===== config.mk =====
export PLATFORM = sky130hd
export DESIGN_NAME = intel_hex_data_extractor
export DESIGN_NICKNAME = d
export VERILOG_FILES = /design/src/hw/rtl/ihex_pkg.sv /design/src/hw/rtl/ihex_front.sv /design/src/hw/rtl/ihex_byte_q.sv /design/src/hw/rtl/ihex_back.sv /design/src/hw/rtl/intel_hex_data_extractor.sv
export SDC_FILE = /design/constraint.sdc
export NUM_CORES = 1
export LEC_CHECK = 0
export BUFFER_PORTS_ARGS = -buffer_cell sky130_fd_sc_hd__buf_4
export CAP_MARGIN = 20
export CELL_PAD_IN_SITES_DETAIL_PLACEMENT = 1
export CELL_PAD_IN_SITES_GLOBAL_PLACEMENT = 1
export CORE_AREA = 2 2 89 176
export CTS_BUF_LIST = sky130_fd_sc_hd__clkbuf_4 sky130_fd_sc_hd__clkbuf_8
export DETAILED_ROUTE_END_ITERATION = 7
export DIE_AREA = 0 0 91 178
export PLACE_DENSITY_LB_ADDON = 0.2
export SKIP_CTS_REPAIR_TIMING = 1
export SLEW_MARGIN = 5
export SYNTH_ARGS = -nofsm -noshare
export SYNTH_HDL_FRONTEND = slang
export SYNTH_SLANG_ARGS = --single-unit

===== constraint.sdc =====
create_clock -name clk -period 5.55 [get_ports clk]
set_input_delay 0.555 -clock clk [delete_from_list [all_inputs] [get_ports clk]]
set_output_delay 0.555 -clock clk [all_outputs]
set_load 0.01 [all_outputs]

===== src/hw/rtl/ihex_pkg.sv =====
// Shared types, character codes and the hex digit decoder for the Intel HEX parser.
// Used by ihex_front, ihex_byte_q, ihex_back and intel_hex_data_extractor.
package ihex_pkg;

  // Characters that carry no digit
  localparam logic [7:0] CH_COLON = 8'h3A;
  localparam logic [7:0] CH_CR    = 8'h0D;
  localparam logic [7:0] CH_LF    = 8'h0A;

  // Digit ranges
  localparam logic [7:0] CH_0     = 8'h30;
  localparam logic [7:0] CH_9     = 8'h39;
  localparam logic [7:0] CH_UP_A  = 8'h41;
  localparam logic [7:0] CH_UP_F  = 8'h46;
  localparam logic [7:0] CH_LO_A  = 8'h61;
  localparam logic [7:0] CH_LO_F  = 8'h66;
  localparam logic [7:0] DIGIT_TEN = 8'd10;

  // Record types
  localparam logic [7:0] REC_DATA = 8'h00;
  localparam logic [7:0] REC_EOF  = 8'h01;

  // One decoded byte passed from the front to the back
  typedef struct packed {
    logic [7:0] value;
    logic       bad;
  } byte_beat_t;

  // One result beat
  typedef struct packed {
    logic [7:0]  data_byte;
    logic [15:0] load_address;
    logic        bad_digit;
    logic        last_of_record;
  } result_t;

  // Decoded digit: value and a flag for a character that is not a hex digit
  typedef struct packed {
    logic       bad;
    logic [3:0] value;
  } digit_t;

  function automatic digit_t hex_digit(input logic [7:0] c);
    digit_t d;
    logic [7:0] v;
    d.bad   = 1'b1;
    d.value = 4'h0;
    v       = 8'h00;
    if (c >= CH_0 && c <= CH_9) begin
      v = c - CH_0;
      d.bad = 1'b0;
    end else if (c >= CH_UP_A && c <= CH_UP_F) begin
      v = c - CH_UP_A + DIGIT_TEN;
      d.bad = 1'b0;
    end else if (c >= CH_LO_A && c <= CH_LO_F) begin
      v = c - CH_LO_A + DIGIT_TEN;
      d.bad = 1'b0;
    end
    d.value = v[3:0];
    return d;
  endfunction

endpackage


===== src/hw/rtl/ihex_front.sv =====
// Front end: skips framing characters, decodes hex digits and pairs nibbles into bytes.
// Depends on ihex_pkg; feeds ihex_byte_q.
module ihex_front import ihex_pkg::*; (
  input  logic       clk,
  input  logic       rst_n,
  input  logic       char_accept,
  input  logic [7:0] char_in,
  output logic       byte_push,
  output byte_beat_t byte_beat
);

  logic       low_next_r, low_next_nxt;
  logic [3:0] high_nibble_r, high_nibble_nxt;
  logic       high_bad_r, high_bad_nxt;
  logic       skip;
  digit_t     dig;

  assign skip = (char_in == CH_COLON) || (char_in == CH_CR) || (char_in == CH_LF);
  assign dig  = hex_digit(char_in);

  always_comb begin
    low_next_nxt    = low_next_r;
    high_nibble_nxt = high_nibble_r;
    high_bad_nxt    = high_bad_r;
    byte_push       = 1'b0;
    byte_beat.value = {high_nibble_r, dig.value};
    byte_beat.bad   = high_bad_r | dig.bad;
    if (char_accept && !skip) begin
      if (!low_next_r) begin
        // hold the high nibble until its partner arrives
        high_nibble_nxt = dig.value;
        high_bad_nxt    = dig.bad;
        low_next_nxt    = 1'b1;
      end else begin
        low_next_nxt = 1'b0;
        byte_push    = 1'b1;
      end
    end
  end

  always_ff @(posedge clk) begin
    if (!rst_n) begin
      low_next_r    <= 1'b0;
      high_nibble_r <= 4'h0;
      high_bad_r    <= 1'b0;
    end else begin
      low_next_r    <= low_next_nxt;
      high_nibble_r <= high_nibble_nxt;
      high_bad_r    <= high_bad_nxt;
    end
  end

endmodule


===== src/hw/rtl/ihex_byte_q.sv =====
// Two-entry queue of decoded bytes between the front and the back.
// Depends on ihex_pkg.
module ihex_byte_q import ihex_pkg::*; (
  input  logic       clk,
  input  logic       rst_n,
  input  logic       push,
  input  byte_beat_t push_beat,
  input  logic       pop,
  output logic       full,
  output logic       empty,
  output byte_beat_t head
);

  byte_beat_t mem_r [2];
  logic       wr_ptr_r, wr_ptr_nxt;
  logic       rd_ptr_r, rd_ptr_nxt;
  logic [1:0] cnt_r, cnt_nxt;
  logic       do_push, do_pop;

  assign full    = (cnt_r == 2'd2);
  assign empty   = (cnt_r == 2'd0);
  assign head    = mem_r[rd_ptr_r];
  assign do_push = push && !full;
  assign do_pop  = pop && !empty;

  always_comb begin
    wr_ptr_nxt = do_push ? ~wr_ptr_r : wr_ptr_r;
    rd_ptr_nxt = do_pop ? ~rd_ptr_r : rd_ptr_r;
    cnt_nxt    = cnt_r + {1'b0, do_push} - {1'b0, do_pop};
  end

  always_ff @(posedge clk) begin
    if (do_push) begin
      mem_r[wr_ptr_r] <= push_beat;
    end
  end

  always_ff @(posedge clk) begin
    if (!rst_n) begin
      wr_ptr_r <= 1'b0;
      rd_ptr_r <= 1'b0;
      cnt_r    <= 2'd0;
    end else begin
      wr_ptr_r <= wr_ptr_nxt;
      rd_ptr_r <= rd_ptr_nxt;
      cnt_r    <= cnt_nxt;
    end
  end

endmodule


===== src/hw/rtl/ihex_back.sv =====
// Back end: record field sequencer, data byte emission and the two-entry result queue.
// Depends on ihex_pkg; takes bytes from ihex_byte_q.
module ihex_back import ihex_pkg::*; (
  input  logic       clk,
  input  logic       rst_n,
  input  logic       cfg_wr_en,
  input  logic       cfg_wr_data,
  input  logic       bq_empty,
  input  byte_beat_t bq_head,
  output logic       bq_pop,
  input  logic       res_pop,
  output logic       res_empty,
  output result_t    res_head
);

  localparam logic [2:0] PH_COUNT    = 3'd0;
  localparam logic [2:0] PH_ADDR_HI  = 3'd1;
  localparam logic [2:0] PH_ADDR_LO  = 3'd2;
  localparam logic [2:0] PH_TYPE     = 3'd3;
  localparam logic [2:0] PH_DATA     = 3'd4;
  localparam logic [2:0] PH_CHECKSUM = 3'd5;

  logic        emit_all_r;
  logic [2:0]  phase_r, phase_nxt;
  logic [7:0]  data_count_r, data_count_nxt;
  logic [7:0]  data_left_r, data_left_nxt;
  logic [15:0] rec_addr_r, rec_addr_nxt;
  logic [7:0]  rec_kind_r, rec_kind_nxt;
  logic        finished_r, finished_nxt;

  result_t     oq_mem_r [2];
  logic        oq_wr_r, oq_rd_r;
  logic [1:0]  oq_cnt_r, oq_cnt_nxt;
  logic        oq_push, oq_pop;
  result_t     oq_beat;

  logic        take;
  logic [7:0]  pos;

  assign res_empty = (oq_cnt_r == 2'd0);
  assign res_head  = oq_mem_r[oq_rd_r];
  assign oq_pop    = res_pop && !res_empty;
  // take a byte when the result queue has room, counting a slot freed this cycle
  assign take      = !bq_empty && ((oq_cnt_r != 2'd2) || oq_pop);
  assign bq_pop    = take;
  assign pos       = data_count_r - data_left_r;

  always_comb begin
    phase_nxt      = phase_r;
    data_count_nxt = data_count_r;
    data_left_nxt  = data_left_r;
    rec_addr_nxt   = rec_addr_r;
    rec_kind_nxt   = rec_kind_r;
    finished_nxt   = finished_r;
    oq_push        = 1'b0;
    oq_beat.data_byte      = bq_head.value;
    oq_beat.load_address   = rec_addr_r + {8'h00, pos};
    oq_beat.bad_digit      = bq_head.bad;
    oq_beat.last_of_record = (data_left_r == 8'd1);
    if (take && !finished_r) begin
      unique case (phase_r)
        PH_ADDR_HI: begin
          rec_addr_nxt = {bq_head.value, 8'h00};
          phase_nxt    = PH_ADDR_LO;
        end
        PH_ADDR_LO: begin
          rec_addr_nxt = {rec_addr_r[15:8], bq_head.value};
          phase_nxt    = PH_TYPE;
        end
        PH_TYPE: begin
          rec_kind_nxt = bq_head.value;
          phase_nxt    = (data_left_r != 8'd0) ? PH_DATA : PH_CHECKSUM;
        end
        PH_DATA: begin
          oq_push       = emit_all_r || (rec_kind_r == REC_DATA);
          data_left_nxt = data_left_r - 8'd1;
          if (data_left_r == 8'd1) begin
            phase_nxt = PH_CHECKSUM;
          end
        end
        PH_CHECKSUM: begin
          phase_nxt = PH_COUNT;
          if (rec_kind_r == REC_EOF) begin
            finished_nxt = 1'b1;
          end
        end
        default: begin
          data_count_nxt = bq_head.value;
          data_left_nxt  = bq_head.value;
          phase_nxt      = PH_ADDR_HI;
        end
      endcase
    end
    oq_cnt_nxt = oq_cnt_r + {1'b0, oq_push} - {1'b0, oq_pop};
  end

  always_ff @(posedge clk) begin
    if (oq_push) begin
      oq_mem_r[oq_wr_r] <= oq_beat;
    end
  end

  always_ff @(posedge clk) begin
    if (!rst_n) begin
      emit_all_r   <= 1'b1;
      phase_r      <= PH_COUNT;
      data_count_r <= 8'h00;
      data_left_r  <= 8'h00;
      rec_addr_r   <= 16'h0000;
      rec_kind_r   <= 8'h00;
      finished_r   <= 1'b0;
      oq_wr_r      <= 1'b0;
      oq_rd_r      <= 1'b0;
      oq_cnt_r     <= 2'd0;
    end else begin
      if (cfg_wr_en) begin
        emit_all_r <= cfg_wr_data;
      end
      phase_r      <= phase_nxt;
      data_count_r <= data_count_nxt;
      data_left_r  <= data_left_nxt;
      rec_addr_r   <= rec_addr_nxt;
      rec_kind_r   <= rec_kind_nxt;
      finished_r   <= finished_nxt;
      oq_wr_r      <= oq_push ? ~oq_wr_r : oq_wr_r;
      oq_rd_r      <= oq_pop ? ~oq_rd_r : oq_rd_r;
      oq_cnt_r     <= oq_cnt_nxt;
    end
  end

  a_oq_bound: assert property (@(posedge clk) disable iff (!rst_n)
    oq_cnt_r != 2'd3)
    else $error("result queue count out of range");

  a_finished_sticky: assert property (@(posedge clk) disable iff (!rst_n)
    finished_r |=> finished_r)
    else $error("end-of-file state cleared without reset");

  a_phase_legal: assert property (@(posedge clk) disable iff (!rst_n)
    phase_r != 3'd6 && phase_r != 3'd7)
    else $error("field phase left the record sequence");

  a_data_left: assert property (@(posedge clk) disable iff (!rst_n)
    (phase_r == PH_DATA) |-> (data_left_r != 8'd0))
    else $error("data phase with no bytes left");

  a_no_emit_done: assert property (@(posedge clk) disable iff (!rst_n)
    finished_r |-> !oq_push)
    else $error("result pushed after end-of-file record");

endmodule


===== src/hw/rtl/intel_hex_data_extractor.sv =====
// Intel HEX data extractor: one character per beat in, one data byte per beat out.
// A data byte's low digit goes from the front into the byte queue, and the record sequencer
// then registers the result into the result queue that drives the out_ ports.
// Throughput: one character per cycle while in_full is low, set by the two-entry byte and result queues.
// Reset: synchronous, active low; clears the parser, the queues, and sets emit_all_r in ihex_back.
// Depends on ihex_pkg, ihex_front, ihex_byte_q and ihex_back.
module intel_hex_data_extractor import ihex_pkg::*; (
  input  logic        clk,
  input  logic        rst_n,
  input  logic        cfg_wr_en,
  input  logic        cfg_wr_data,
  input  logic        in_push,
  output logic        in_full,
  input  logic [7:0]  in_ascii_char,
  output logic        out_empty,
  input  logic        out_pop,
  output logic [7:0]  out_data_byte,
  output logic [15:0] out_load_address,
  output logic        out_bad_digit,
  output logic        out_last_of_record
);

  logic       char_accept;
  logic       byte_push;
  byte_beat_t byte_beat;
  logic       bq_full, bq_empty, bq_pop;
  byte_beat_t bq_head;
  result_t    res_head;

  assign in_full     = bq_full;
  assign char_accept = in_push && !bq_full;

  ihex_front u_front (
    .clk         (clk),
    .rst_n       (rst_n),
    .char_accept (char_accept),
    .char_in     (in_ascii_char),
    .byte_push   (byte_push),
    .byte_beat   (byte_beat)
  );

  ihex_byte_q u_byte_q (
    .clk       (clk),
    .rst_n     (rst_n),
    .push      (byte_push),
    .push_beat (byte_beat),
    .pop       (bq_pop),
    .full      (bq_full),
    .empty     (bq_empty),
    .head      (bq_head)
  );

  ihex_back u_back (
    .clk         (clk),
    .rst_n       (rst_n),
    .cfg_wr_en   (cfg_wr_en),
    .cfg_wr_data (cfg_wr_data),
    .bq_empty    (bq_empty),
    .bq_head     (bq_head),
    .bq_pop      (bq_pop),
    .res_pop     (out_pop),
    .res_empty   (out_empty),
    .res_head    (res_head)
  );

  assign out_data_byte      = res_head.data_byte;
  assign out_load_address   = res_head.load_address;
  assign out_bad_digit      = res_head.bad_digit;
  assign out_last_of_record = res_head.last_of_record;

endmodule

-- After elaboration in Yosys (flattened, before gate mapping)
Memory sizes are Yosys's and may differ from the RTL's. A register that Yosys moved wholly into a read port is not among the register bits.
Index checks and enable logic that the tools add are counted.
- register bits: 59
- RAM bits: 70
- bits of input ports: 14
- output and inout port bits: 28
- logic and storage cells: 117
- memories: 2
- add/subtract/negate cells: 12
- $lt $le $gt $ge: 6
- eq/ne operators: 13
- multiplexer cells: 24
- bitwise gates (word level): 9
- reductions and logical operators: 34
- memory list (memory ; depth ; width ; rd ports ; clocked after Yosys merged registers in ; write ports ; RTL line ; RTL):
    u_back.oq_mem_r ; 2 ; 26 ; 1 ; 1 ; 1 ; ihex_back.sv:31 ; result_t oq_mem_r [2];
    u_byte_q.mem_r ; 2 ; 9 ; 1 ; 1 ; 1 ; ihex_byte_q.sv:14 ; byte_beat_t mem_r [2];
- operators with widths (cell ; count):
    one-hot mux 16 bit (2 select lines) ; 1
    two-way mux 1 bit ; 17
    adder 16 x 8 -> 16 bit ; 1
    == test 8 x 1 -> 1 bit (second input constant) ; 2
    == test 8 x 4 -> 1 bit (second input constant) ; 2
    >= comparator 8 x 7 -> 1 bit (second input constant) ; 2
    less-or-equal comparator 8 x 7 -> 1 bit (second input constant) ; 2
    one-hot mux 8 bit (2 select lines) ; 1
    one-hot mux 3 bit (5 select lines) ; 1
    two-way mux 4 bit ; 3
    AND reduction 2 bit ; 6
    subtractor 4 x 1 -> 4 bit (second input constant) ; 3
    logical AND 1 bit ; 10
    adder 4 bit (second input constant) ; 2
    == test 8 x 6 -> 1 bit (second input constant) ; 1
    >= comparator 8 x 6 -> 1 bit (second input constant) ; 1
    less-or-equal comparator 8 x 6 -> 1 bit (second input constant) ; 1
    zero test 8 bit ; 1
    NOT 1 bit ; 8
    nonzero test 8 bit ; 1
    subtractor 8 x 1 -> 8 bit (second input constant) ; 1
    subtractor 8 bit ; 1
    == test 3 x 2 -> 1 bit (second input constant) ; 2
    == test 3 bit (second input constant) ; 2
    other kinds (15) ; 26

-- Logic depth before layout (Yosys ltp)
- depth in word-level cells: 9
- mapped depth: 15
- mapped depth without buffers: 15

-- Modules after synthesis
A second synthesis with hierarchy kept.
- cell total of the unflattened synthesis: 549
- area total of the unflattened synthesis: 6338.6 um^2
- by module, submodules not included (module ; times used ; cells an instance ; area each (um^2) ; sequential area each (um^2)):
    ihex_back ; 1 ; 430 ; 4889.7 ; 2562.5
    ihex_byte_q ; 1 ; 55 ; 883.3 ; 640.6
    ihex_front ; 1 ; 63 ; 551.8 ; 120.1
    intel_hex_data_extractor ; 1 ; 1 ; 13.8 ; 0.0

-- Least setup slack after synthesis
No wires, ideal clock.
- path type: input port to flip-flop
- start point: input out_pop
- end point: memory u_back.oq_mem_r[0][0] (netlist bit), enable pin
- library setup time: 478 ps
- data arrival time: 3703 ps
- required time: 5072 ps
- setup slack: 1369 ps
- stages on the path: 4
- path buffers: 1
- path through: nor3b_2 or3_1 buf_6 nor4_1
- word-level cells in the longest chain between the ends: 7
- ends and longest elaborated chain (item ; RTL line ; RTL):
    start: declaration ; intel_hex_data_extractor.sv:16 ; input logic out_pop,
    logical AND 1 bit ; ihex_back.sv:42 ; assign oq_pop = res_pop && !res_empty;
    logical OR 1 bit ; ihex_back.sv:44 ; assign take = !bq_empty && ((oq_cnt_r != 2'd2) || oq_pop);
    logical AND 1 bit ; ihex_back.sv:44 ;
    logical AND 1 bit ; ihex_back.sv:60 ; if (take && !finished_r) begin
    two-way mux 1 bit ; ihex_back.sv:60 ;
    two-way mux 1 bit ; ihex_back.sv:98 ; if (oq_push) begin
    two-way mux 1 bit (implied by the code) ; ihex_back.sv:99 ; oq_mem_r[oq_wr_r] <= oq_beat;
    end: declaration ; ihex_back.sv:31 ;
No other way between the ends.

==> results.txt <==
The flow ran to the end, and the final reports show no timing, DRC or antenna violations. In this design, the critical path's most frequently occurring cell is a21oi_1. 0 antenna diodes ended up in the layout.

The residual overflow from global routing came out at 0. The number of pins with negative max-slew slack in the final report came out at 0. The multi-input combinational cells in the finished layout cover a total of approximately 2700 um^2. Summing the areas of all compound-gate instances in the mapped netlist gives a little under an eighth of the synthesized area. The number of storage elements in the synthesis netlist is around 130.

The worst setup path is captured at a flip-flop. Input and output buffers added on the ports amount to between 40 and 50. Using the TritonRoute via totals, the vias-per-cell ratio works out to approximately 5.3. The slowest stage of the critical path belongs to the cell dfxtp_1. The cell count of the worst hold path is 3. The number of remaining DRC errors came out at 0. The final wirelength is ~14000 um. The number of I/O pins is 42. The buffer and inverter count on the worst path is 1.

The shortest period the worst path allows came out at between 3000 and 4000 ps. The cell count after synthesis came out at about 560. The number of routed nets with antenna violations is 0. Clock tree synthesis inserted a total of 17 buffers. The post-synthesis share of cell area spent on full adders, half adders and majority gates came out at under 10%. TritonCTS built the clock tree. Walking the worst path, the cells encountered are ha_1, inv_1, fa_1, a21o_1, a21oi_1, o21bai_1, a21oi_1, xnor2_1, ha_1, o21ai_0, a21oi_1, o41a_1, nand4_1, xnor2_1. The number of antenna violations at the first check in global routing came to 0.

STA puts the critical path data required time at 5750 ps. For this design, the sink count on the clock tree is 131. The total half-perimeter wirelength after legalization and detailed placement is 10390 um. The final setup violation count is 0. Of the available clock period, the critical path in the final layout requires roughly 61%. The wire length of the first global-routing pass is roughly 23000 um. CTS placed an instance of clkbuf_8 at the clock tree root. The core area is 14820 um^2. After Yosys synthesis, and, or, nand and nor cells account for between 10% and 20% of the synthesized area. At the end of the flow the core is filled with cells to 48.40%. The final worst setup slack is 2175 ps. The highest achievable clock rate is between 200 and 300 MHz. The net count of the finished layout is roughly 640.

The sum of internal, switching and leakage power came out at 0.003785 W. The mux cell area share after synthesis came out at about 8.1%. The number of cells traversed by the worst register-to-register path is 14. In this run the power density over the cells is around 530 nW/um^2. The synthesized design contains 70 enable-type register cells. The synthesis-to-finish area growth is 14.55%. The average wire per standard cell is between 15 and 20 um. The sequential fraction of the synthesis area came out at between 50% and 60%. The via count of the routed design came out at around 4.2k.

The startpoint type of the worst setup path is a flip-flop. Headroom to the max-slew limit came out at 24.43%. The type of the tightest min-delay check is input pin to flip-flop. The floorplan step set the die height to ~180 um. Across the VDD grid, the largest voltage drop is approximately 0.18 mV. Summing the areas of all xor and xnor instances in the mapped netlist gives ~3.9% of the synthesized area. Once layout is complete, the cells apart from fillers number 803.

Setup repair after global routing left no endpoint under its margin. The clock transition time at the flip-flop clock pins of the worst setup and hold paths came out at around 70 ps. The most common flop cell mapped by yosys is edfxtp_1.

The share of synthesized flip-flops with an asynchronous set or reset is 0%. The area taken by flip-flops and latches is between 3000 and 4000 um^2. The biggest cell delay along the critical path came out at roughly 440 ps. The critical path runs through a total of 14 cells. The proportion of layout cells with a drive suffix above 1 is approximately 19%. The number of hold violations in the final report came out at 0.

The peak fanout along the critical path is 6. The number of nets in the synthesized netlist came out at 598. The pre-CTS worst setup slack is 2176 ps.

For the worst-skew pair, the clock arrives at the later sink with an insertion delay of roughly 450 ps. The max capacitance violation total is 0. Data arrives at the worst endpoint at 3570 ps. The critical path in this run is classified as flip-flop to flip-flop. The via count of the first global-routing pass is between 4k and 5k. For this design the static power due to leakage is between 2 and 3 nW.

The total global routing track utilization is 18.27%. Between clock sinks in the finished design, the worst skew comes to 10.98 ps. The floorplan die width came out at just over 90 um.

Entering global routing, the biggest net connects 64 pins. The cell family contributing the most delay on the critical path is compound AO/OA/AOI/OAI gates. After synthesis, the mean cell area works out to roughly 11 um^2. By area, the combinational part of the netlist is dominated by simple AND/OR/NAND/NOR gates.

The count of fill cells added during filler insertion is about 1.7k. The count of cell types in the netlist came out at between 50 and 60. In this run, the number of DRC markers left after iteration 0 of detailed routing was between 100 and 150. The number of instances in the placed design came out at between 700 and 800. The warning count from the yosys run is 0. The routability-driven placement congestion ratio came out at between 0.7 and 0.8. The count of TritonRoute iterations in the first routing pass is 4. At the pin with the least slew margin, the transition time is approximately 1100 ps.

The number of buffers between clock root and the deepest sink is 2. The setup TNS is 0 ps. The mapped cell area is ~6300 um^2. After floorplanning, the core was divided into 63 placement rows. The die covers approximately 16000 um^2. The number of H-tree branching levels is 4. The initial core utilization is 42.26%.
[per-layer routing]
metal / track usage, % / vias to the layer above / wire [um]
li1: - / 2073 / -
met1: 16.09 / 2076 / 4786
met2: 37.04 / 64 / 8228
met3: 4.183 / 29 / 415
met4: 9.533 / 0 / 449
met5: 0 / - / 0
[sequential cells by signal (all words and copies together) (netlist names), named ones only]
name and cells:
u_back.rec_addr_r 16, u_back.emit_all_r 1, u_front.high_nibble_r 4, u_back.oq_mem_r 52, u_byte_q.mem_r 18, u_back.oq_rd_r 1, u_back.phase_r 3, u_byte_q.wr_ptr_r 1
u_byte_q.rd_ptr_r 1, u_back.oq_wr_r 1, u_back.data_left_r 8, u_back.rec_kind_r 8, u_front.high_bad_r 1, u_back.finished_r 1, u_back.oq_cnt_r 2, u_front.low_next_r 1
u_byte_q.cnt_r 2, u_back.data_count_r 8
[tightest hold or removal path, stage by stage]
cell and delay, ps:
buf_4 70, mux2i_1 50, nand2_1 60
[final cells by class]
class	instances	area share, %
flip-flops and latches	131	46.33
clock inverters	13	2.215
repair buffers	47	5.163
well taps	195	3.401
inverters	29	1.518
clock buffers	19	3.558
multi-input cells	369	37.82
[kinds of logic after synthesis]
| kind of cell | Yosys count |
|---|---|
| buf+inv | 56 |
| xor+xnor | 28 |
| fa+ha+maj | 28 |
| compound gates | 103 |
| mux | 47 |
| flops | 131 |
| simple gates | 163 |
[report_power, final]
part	total, W	leakage, nW	switching [W]	internal (W)
combinational	0.00160	1.51	0.000902	0.000697
clock	0.000834	0.197	0.000375	0.000459
sequential	0.00135	1.14	0.000119	0.00123
total	0.00379	2.85	0.00140	0.00239
[synth_stat cells, types with 7 or more instances]
library cell / number / share of area, %
edfxtp_1: 70 / 34
inv_1: 29 / 1.7
mux2_2: 28 / 5.0
a21oi_1: 22 / 1.8
nor2_1: 31 / 1.9
nand3_1: 12 / 0.96
clkbuf_1: 16 / 0.96
xnor2_1: 21 / 2.9
xor2_1: 7 / 0.98
o22ai_1: 8 / 0.80
and2_1: 18 / 1.8
nor2b_1: 18 / 1.8
o21ai_0: 15 / 1.2
nand2_1: 48 / 2.9
mux2i_1: 19 / 3.0
o211a_1: 15 / 2.4
dfxtp_1: 61 / 20
ha_1: 26 / 5.2
buf_2: 7 / 0.56
[final timing paths]
kind	end	startpoint	slack (ps)
max reg2reg	u_back.oq_mem_r[0][15]	u_back.data_left_r[0]	2180
min reg2reg	u_byte_q.mem_r[0][5]	u_front.high_nibble_r[0]	460
min	u_back.emit_all_r	cfg_wr_data	330
max	u_back.oq_mem_r[0][15]	u_back.data_left_r[0]	2180
[placed cells by master (no fill, tap or decap), types with 3 or more instances in the layout]
cell type	instances
edfxtp_1	70
dfxtp_1	61
nand2_1	48
buf_4	46
nor2_1	31
inv_1	29
mux2_2	28
ha_1	26
a21oi_1	22
xnor2_1	21
mux2i_1	19
nor2b_1	18
and2_1	18
clkbuf_8	18
o21ai_0	15
o211a_1	15
nand3_1	12
o22ai_1	8
xor2_1	7
nor3_1	6
o21ai_1	6
a21boi_1	6
and3_1	5
nor4_1	4
a21o_1	4
o211ai_1	4
clkinvlp_4	4
o21bai_1	3
a31oi_1	3
o41a_1	3
o21a_1	3
bufinv_16	3
[per-stage QoR]
step / hold WS, ps / area (um^2)
CTS: 298.9 / 7141
finish: 325.0 / 7173
floorplan: 420.3 / 6262
detailed placement: 441.9 / 6726
global route: 309.2 / 7173
global placement: 433.2 / 6719
No activity file was read; power rests on OpenSTA's default activity.
